===== src/rtl/pbe_pipe.sv =====
// Enabled delay line used to align operands across the pipeline.
module pbe_pipe #(
  parameter int W     = 64,
  parameter int DEPTH = 1
) (
  input  logic         clk,
  input  logic         en,
  input  logic [W-1:0] d,
  output logic [W-1:0] q
);

  logic [W-1:0] sr_r [DEPTH];

  always_ff @(posedge clk) begin
    if (en) begin
      sr_r[0] <= d;
      for (int i = 1; i < DEPTH; i++) begin
        sr_r[i] <= sr_r[i-1];
      end
    end
  end

  assign q = sr_r[DEPTH-1];

endmodule


===== config.mk =====
export PLATFORM = sky130hd
export DESIGN_NAME = pbe_pipe
export DESIGN_NICKNAME = d
export VERILOG_FILES = /design/src/rtl/pbe_pipe.sv
export SDC_FILE = /design/constraint.sdc
export NUM_CORES = 1
export LEC_CHECK = 0
export BUFFER_PORTS_ARGS = -buffer_cell sky130_fd_sc_hd__buf_2
export CAP_MARGIN = 20
export CORE_MARGIN = 3
export CORE_UTILIZATION = 35
export DETAILED_ROUTE_END_ITERATION = 7
export PLACE_DENSITY = 0.69
export SYNTH_ARGS = -nofsm -noshare
export SYNTH_HDL_FRONTEND = slang
export SYNTH_SLANG_ARGS = --single-unit

===== constraint.sdc =====
create_clock -name clk -period 0.8 [get_ports clk]
set_input_delay 0.16 -clock clk [delete_from_list [all_inputs] [get_ports clk]]
set_output_delay 0.16 -clock clk [all_outputs]
set_load 0.01 [all_outputs]

==> summary.txt, run 1 <==
EDFF count, synth -> 64
# port buffers -> 129
Internal Pwr Total -> 6.186 mW
Kind of start point of the critical path -> register
I/O Pins -> 130
#FFs+latches synth -> 64
Setup Fix Bufs, Post-CTS -> 0
Largest register by flop count -> sr_r
Worst hold slack -> 0.01338 ns
Worst path max stage delay -> 0.41 ns
Avg Inst Size Synth -> 30.03 sq um
# Max-Cap Violations -> 0
NetSw -> 1.621 mW
Starting DRC count in detailed routing -> 75
Starting Density -> 36.92%
Post-DR wirelength/cell -> 15.76 microns
Most frequent cells after synthesis -> edfxtp_1 (64)
Slowest cell on the critical path -> edfxtp_1
First-pass GRT wire length -> 6.975 mm
Crit path buf inv count -> 1
Gr usage total -> 15.49%
Grt ovf -> 0
Main flop type after synthesis -> edfxtp_1
Leakage -> 1.509 nW
Final Slew Violations -> 0
CP Capture Type -> output pin
Synth cell types -> 1
Finished Core Util -> 67.36%
Final Non-Filler Cells -> 341
Top delay family on crit path -> flip-flops
Logic pwr share -> 11.4%
Die area -> 0.006416 sq mm
Vias in the first global route -> 1418
Post-CTS Resized -> 0
Syn_nets -> 130
Worst-path clk slew -> 0.07 ns
Cell Count Post-Placement -> 265
Pin count of the biggest net entering global routing -> 37
Setup-failing EPs final -> 64
Dominant cells by area after synthesis -> edfxtp_1 (100%)
Crit path required time -> 0.64 ns
Synth area leader -> edfxtp_1
Die width -> 80.10 microns
Final worst setup slack -> -0.2688 ns
Syn Inst Count -> 64
Crit path kind -> reg2out
Crit path cell chain -> buf_2
Multi-input gate count -> 0
Vias per cell -> 4.188
Tmin final -> 1.069 ns
Clock Power Share -> 36.7%
Final Hold Violating Endpoints -> 0
Chip height -> 80.10 microns
DR vias -> 1428
FFs w/ async S/R, synth -> 0%
HP Class -> in2reg
WL final -> 5.374 mm
RSZ-0062 raised after global routing -> true
Overall Power -> 7.807 mW
# H-tree levels -> 3
Clock buffer depth -> 2
Crit-path max FO -> 1
Num rows -> 26
Core footprint -> 0.005205 sq mm
Initial antenna violation count -> 0
Fin crit share -> 133.6%
Power density over the cells -> 2227 mW/mm^2
RePlAce Congestion -> 0.7189
Layout cells sized above 1 -> 52.77%
Cts bufs inserted -> 9
Root Driver -> clkbuf_8
Failing checks -> negative setup slack
Share of the synthesized area in the top cell type -> 100.0%
Max reg flops -> 64
CP arrival -> 0.91 ns
Total iterations of the first detailed-routing run -> 4
Fin nets -> 333
FMAX -> 935.7 MHz
Footprint of the multi-input gates -> 0 sq um
Count leader, synth -> edfxtp_1
Remaining antenna violation count after routing -> 0
CTS Sinks -> 64
Peak VDD IR -> 1547 uV
DRC viols -> 0
Worst Tran Pin Value -> 0.1932 ns
Cell area after synthesis -> 0.001922 sq mm
Seq pwr share -> 51.9%
Yosys warning count -> 0
Switching part of the total -> 20.77%
Regs by FF count -> sr_r: 64 flops
Sequential fraction of the synthesis area -> 100.0%
Area Overhead vs Synth -> 82.42%
Outcome -> finished with violations
CTS tree -> built
Rel. slew slack -> 87.12%
Ant diodes -> 0
cell usage in the layout, fill, tap and decap left out, drive strengths merged:
cell type / Yosys / routed
buf: 0 / 131
edfxtp: 64 / 64
dlygate4sd3: 0 / 61
clkbuf: 0 / 10
clkinv: 0 / 3
bufinv: 0 / 2
cell type report:
class / instances / area, sq um
flip-flops and latches: 64 / 1922
fillers: 368 / 1699
repair buffers: 192 / 1296
clock buffers: 10 / 127.6
well taps: 70 / 87.58
clock inverters: 5 / 72.57
metal layers:
layer  routed length (microns)  GRT usage, %  part of all wire, %  vias up
met5                         0             0                    0        -
met4                       143         7.432                  2.7        0
met3                       434         8.072                  8.1       12
met1                      1801         15.80                   34      678
li1                          -             -                    -      665
met2                      2994         25.99                   56       73
power by group through the flow:
stage                     clock (mW)  sequential, mW  combinational [mW]
final                           2.87            4.05               0.886
after global routing            3.12            4.07               0.950
after CTS                       2.89            4.04               0.775
after detailed placement           0            4.11               0.642
after global placement             0            4.10               0.637
after floorplan                    0            4.27                   0
through the flow:
| stage | TNS [ns] | setup slack [ns] | area (sq um) |
|---|---|---|---|
| finish | -12.66 | -0.2688 | 3506 |
| global route | -15.59 | -0.3061 | 3506 |
| CTS | -13.09 | -0.2328 | 3246 |
| detailed placement | -1.785 | -0.04389 | 2695 |
| global placement | -1.574 | -0.03916 | 2695 |
| floorplan | 0 | 0.2462 | 1922 |
kinds of logic (layout without fill, tap and decap cells):
| group | after synthesis | after routing | synth area share (%) |
|---|---|---|---|
| buffers and inverters | 0 | 207 | 0 |
| flip-flops | 64 | 64 | 100.0 |
path summary, 6_finish.rpt:
path | from | cells after the start | end
setup / recovery | sr_r[0][11]$_DFFE_PP_ | 1 | q[11]
hold / removal | d[15] | 1 | sr_r[0][15]$_DFFE_PP_
repair_timing:
action,4_1_cts,5_1_grt
endpoints found under the hold margin,35,26
cloned,0,0
endpoints found under the setup margin,64,64
hold buffers,35,26
(Power assumes the default switching activity.)
==> run 2, diff against run 1 <==
CORE_MARGIN = 2   (was 3)
MAX_ROUTING_LAYER = met4   (was not set)
clock period = 1.01 ns   (was 0.8 ns; I/O delays follow)
==> summary.txt, run 2 (synthesized netlist as in run 1, its figures left out) <==
Outcome -> finished with violations
Failing checks -> negative setup slack
Reg area -> 0.001922 sq mm
Logic pwr share -> 7.9%
Finished Core Util -> 56.27%
CP Capture Type -> output pin
# port buffers -> 129
Slowest cell on the critical path -> edfxtp_1
Final Hold Violating Endpoints -> 0
Most frequent cells in the layout -> buf_2 (129), edfxtp_1 (64), clkbuf_8 (9)
Peak VDD IR -> 1384 uV
Root Driver -> clkbuf_8
Crit path required time -> 0.81 ns
Final worst setup slack -> -0.04751 ns
RePlAce Congestion -> 0.6156
GR Layer Usage met2 -> 17.59%
HP Class -> in2reg
Layout cells sized above 1 -> 68.72%
Core footprint -> 0.005205 sq mm
Crit path kind -> reg2out
Worst path max stage delay -> 0.38 ns
Starting Density -> 36.92%
Chip height -> 78.10 microns
Grt ovf -> 0
Fillers -> 437
First-pass GRT wire length -> 4.988 mm
Gr usage total -> 11.61%
DRC viols -> 0
Cts bufs inserted -> 9
Footprint of the multi-input gates -> 0 sq um
Top Usage Layer GRT -> met2
Commonest non-fill, non-tap cell in the layout -> buf_2
CTS Sinks -> 64
Worst hold slack -> 0.05254 ns
Fin nets -> 272
Vias in the first global route -> 1129
Power density over the cells -> 2114 mW/mm^2
Final Non-Filler Cells -> 281
FMAX -> 945.6 MHz
Setup Fix Bufs, Post-CTS -> 0
Die width -> 78.10 microns
CP arrival -> 0.86 ns
Final Slew Violations -> 0
Largest register by flop count -> sr_r
Pin count of the biggest net entering global routing -> 33
CTS Hold Bufs -> 0
Die area -> 0.006100 sq mm
WL final -> 3.415 mm
Num rows -> 26
GRT met3 Usage -> 4.368%
Remaining antenna violation count after routing -> 0
Fin crit share -> 104.7%
Post-CTS Resized -> 0
Critical path destination -> q[13]
Vias per cell -> 4.025
Crit path cell chain -> buf_2
I/O Pins -> 130
Max reg flops -> 64
Internal Pwr Total -> 5.005 mW
Area Overhead vs Synth -> 52.41%
Top delay family on crit path -> flip-flops
Leakage -> 1.267 nW
# H-tree levels -> 3
Multi-input gate count -> 0
Rel. slew slack -> 88.63%
# Max-Cap Violations -> 0
Setup-failing EPs final -> 39
RSZ-0062 raised after global routing -> true
M1 GR Usage -> 13.02%
Seq pwr share -> 51.6%
Clock buffer depth -> 2
Tmin final -> 1.058 ns
Regs by FF count -> sr_r: 64 flops
Switching part of the total -> 19.18%
Crit path buf inv count -> 1
Fin Setup TNS -> -0.5283 ns
Ant diodes -> 0
Starting DRC count in detailed routing -> 31
Worst Tran Pin Value -> 0.1705 ns
NetSw -> 1.187 mW
Initial antenna violation count -> 0
Crit-path max FO -> 1
Clock Power Share -> 40.5%
Critical Path Start -> sr_r[0][13]$_DFFE_PP_
Total iterations of the first detailed-routing run -> 2
Worst-path clk slew -> 0.07 ns
CP Depth -> 1
Kind of start point of the critical path -> register
CTS tree -> built
Cell Count Post-Placement -> 265
DR vias -> 1131
Post-DR wirelength/cell -> 12.15 microns
## run 2: changes by cell type in the layout (fill, tap and decap cells not counted), sizes merged
cell         change
bufinv           +1
dlygate4sd3     -61
clkinvlp         +1
clkbuf           -1
## run 2: metrics by stage
stage | power [mW] | setup WS (ns) | area (sq um)
floorplan | 3.386 | 0.4142 | 1922
detailed placement | 3.753 | 0.1314 | 2695
CTS | 6.291 | -0.07876 | 2929
global placement | 3.743 | 0.1426 | 2695
finish | 6.192 | -0.04751 | 2929
global route | 6.432 | -0.1138 | 2929
## run 2: how the worst min path moves through the flow
| stage | from | to | depth (start not counted) |
|---|---|---|---|
| floorplan | d[0] | sr_r[0][0]$_DFFE_PP_ | 0 |
| global placement | d[10] | sr_r[0][10]$_DFFE_PP_ | 1 |
| detailed placement | d[39] | sr_r[0][39]$_DFFE_PP_ | 1 |
| CTS | d[39] | sr_r[0][39]$_DFFE_PP_ | 1 |
| global route | d[0] | sr_r[0][0]$_DFFE_PP_ | 1 |
| finish | d[7] | sr_r[0][7]$_DFFE_PP_ | 1 |
## run 2: repair_timing
action	4_1_cts	5_1_grt
pin swaps	0	0
hold endpoints to repair	0	0
setup endpoints to repair	64	64
## run 2: power groups by stage
stage	combinational [mW]	sequential [mW]	clock, mW
after global placement	0.495	3.25	0
after global routing	0.532	3.21	2.69
after CTS	0.501	3.20	2.59
after floorplan	0	3.39	0
final	0.492	3.19	2.51
after detailed placement	0.500	3.25	0
## run 2: layer usage
layer	routed length [microns]	share of wire [%]	vias up
li1	-	-	544
met1	1331	39	504
met2	1674	49	77
met3	365	11	6
met4	44	1.3	0
met5	0	0	-
## run 2: final cells by class
cell class            count  share of cell area, %
sequential               64                  65.61
timing repair buffer    131                  23.41
clock buffer              9                  4.229
clock inverter            7                  3.759
tap                      70                  2.990
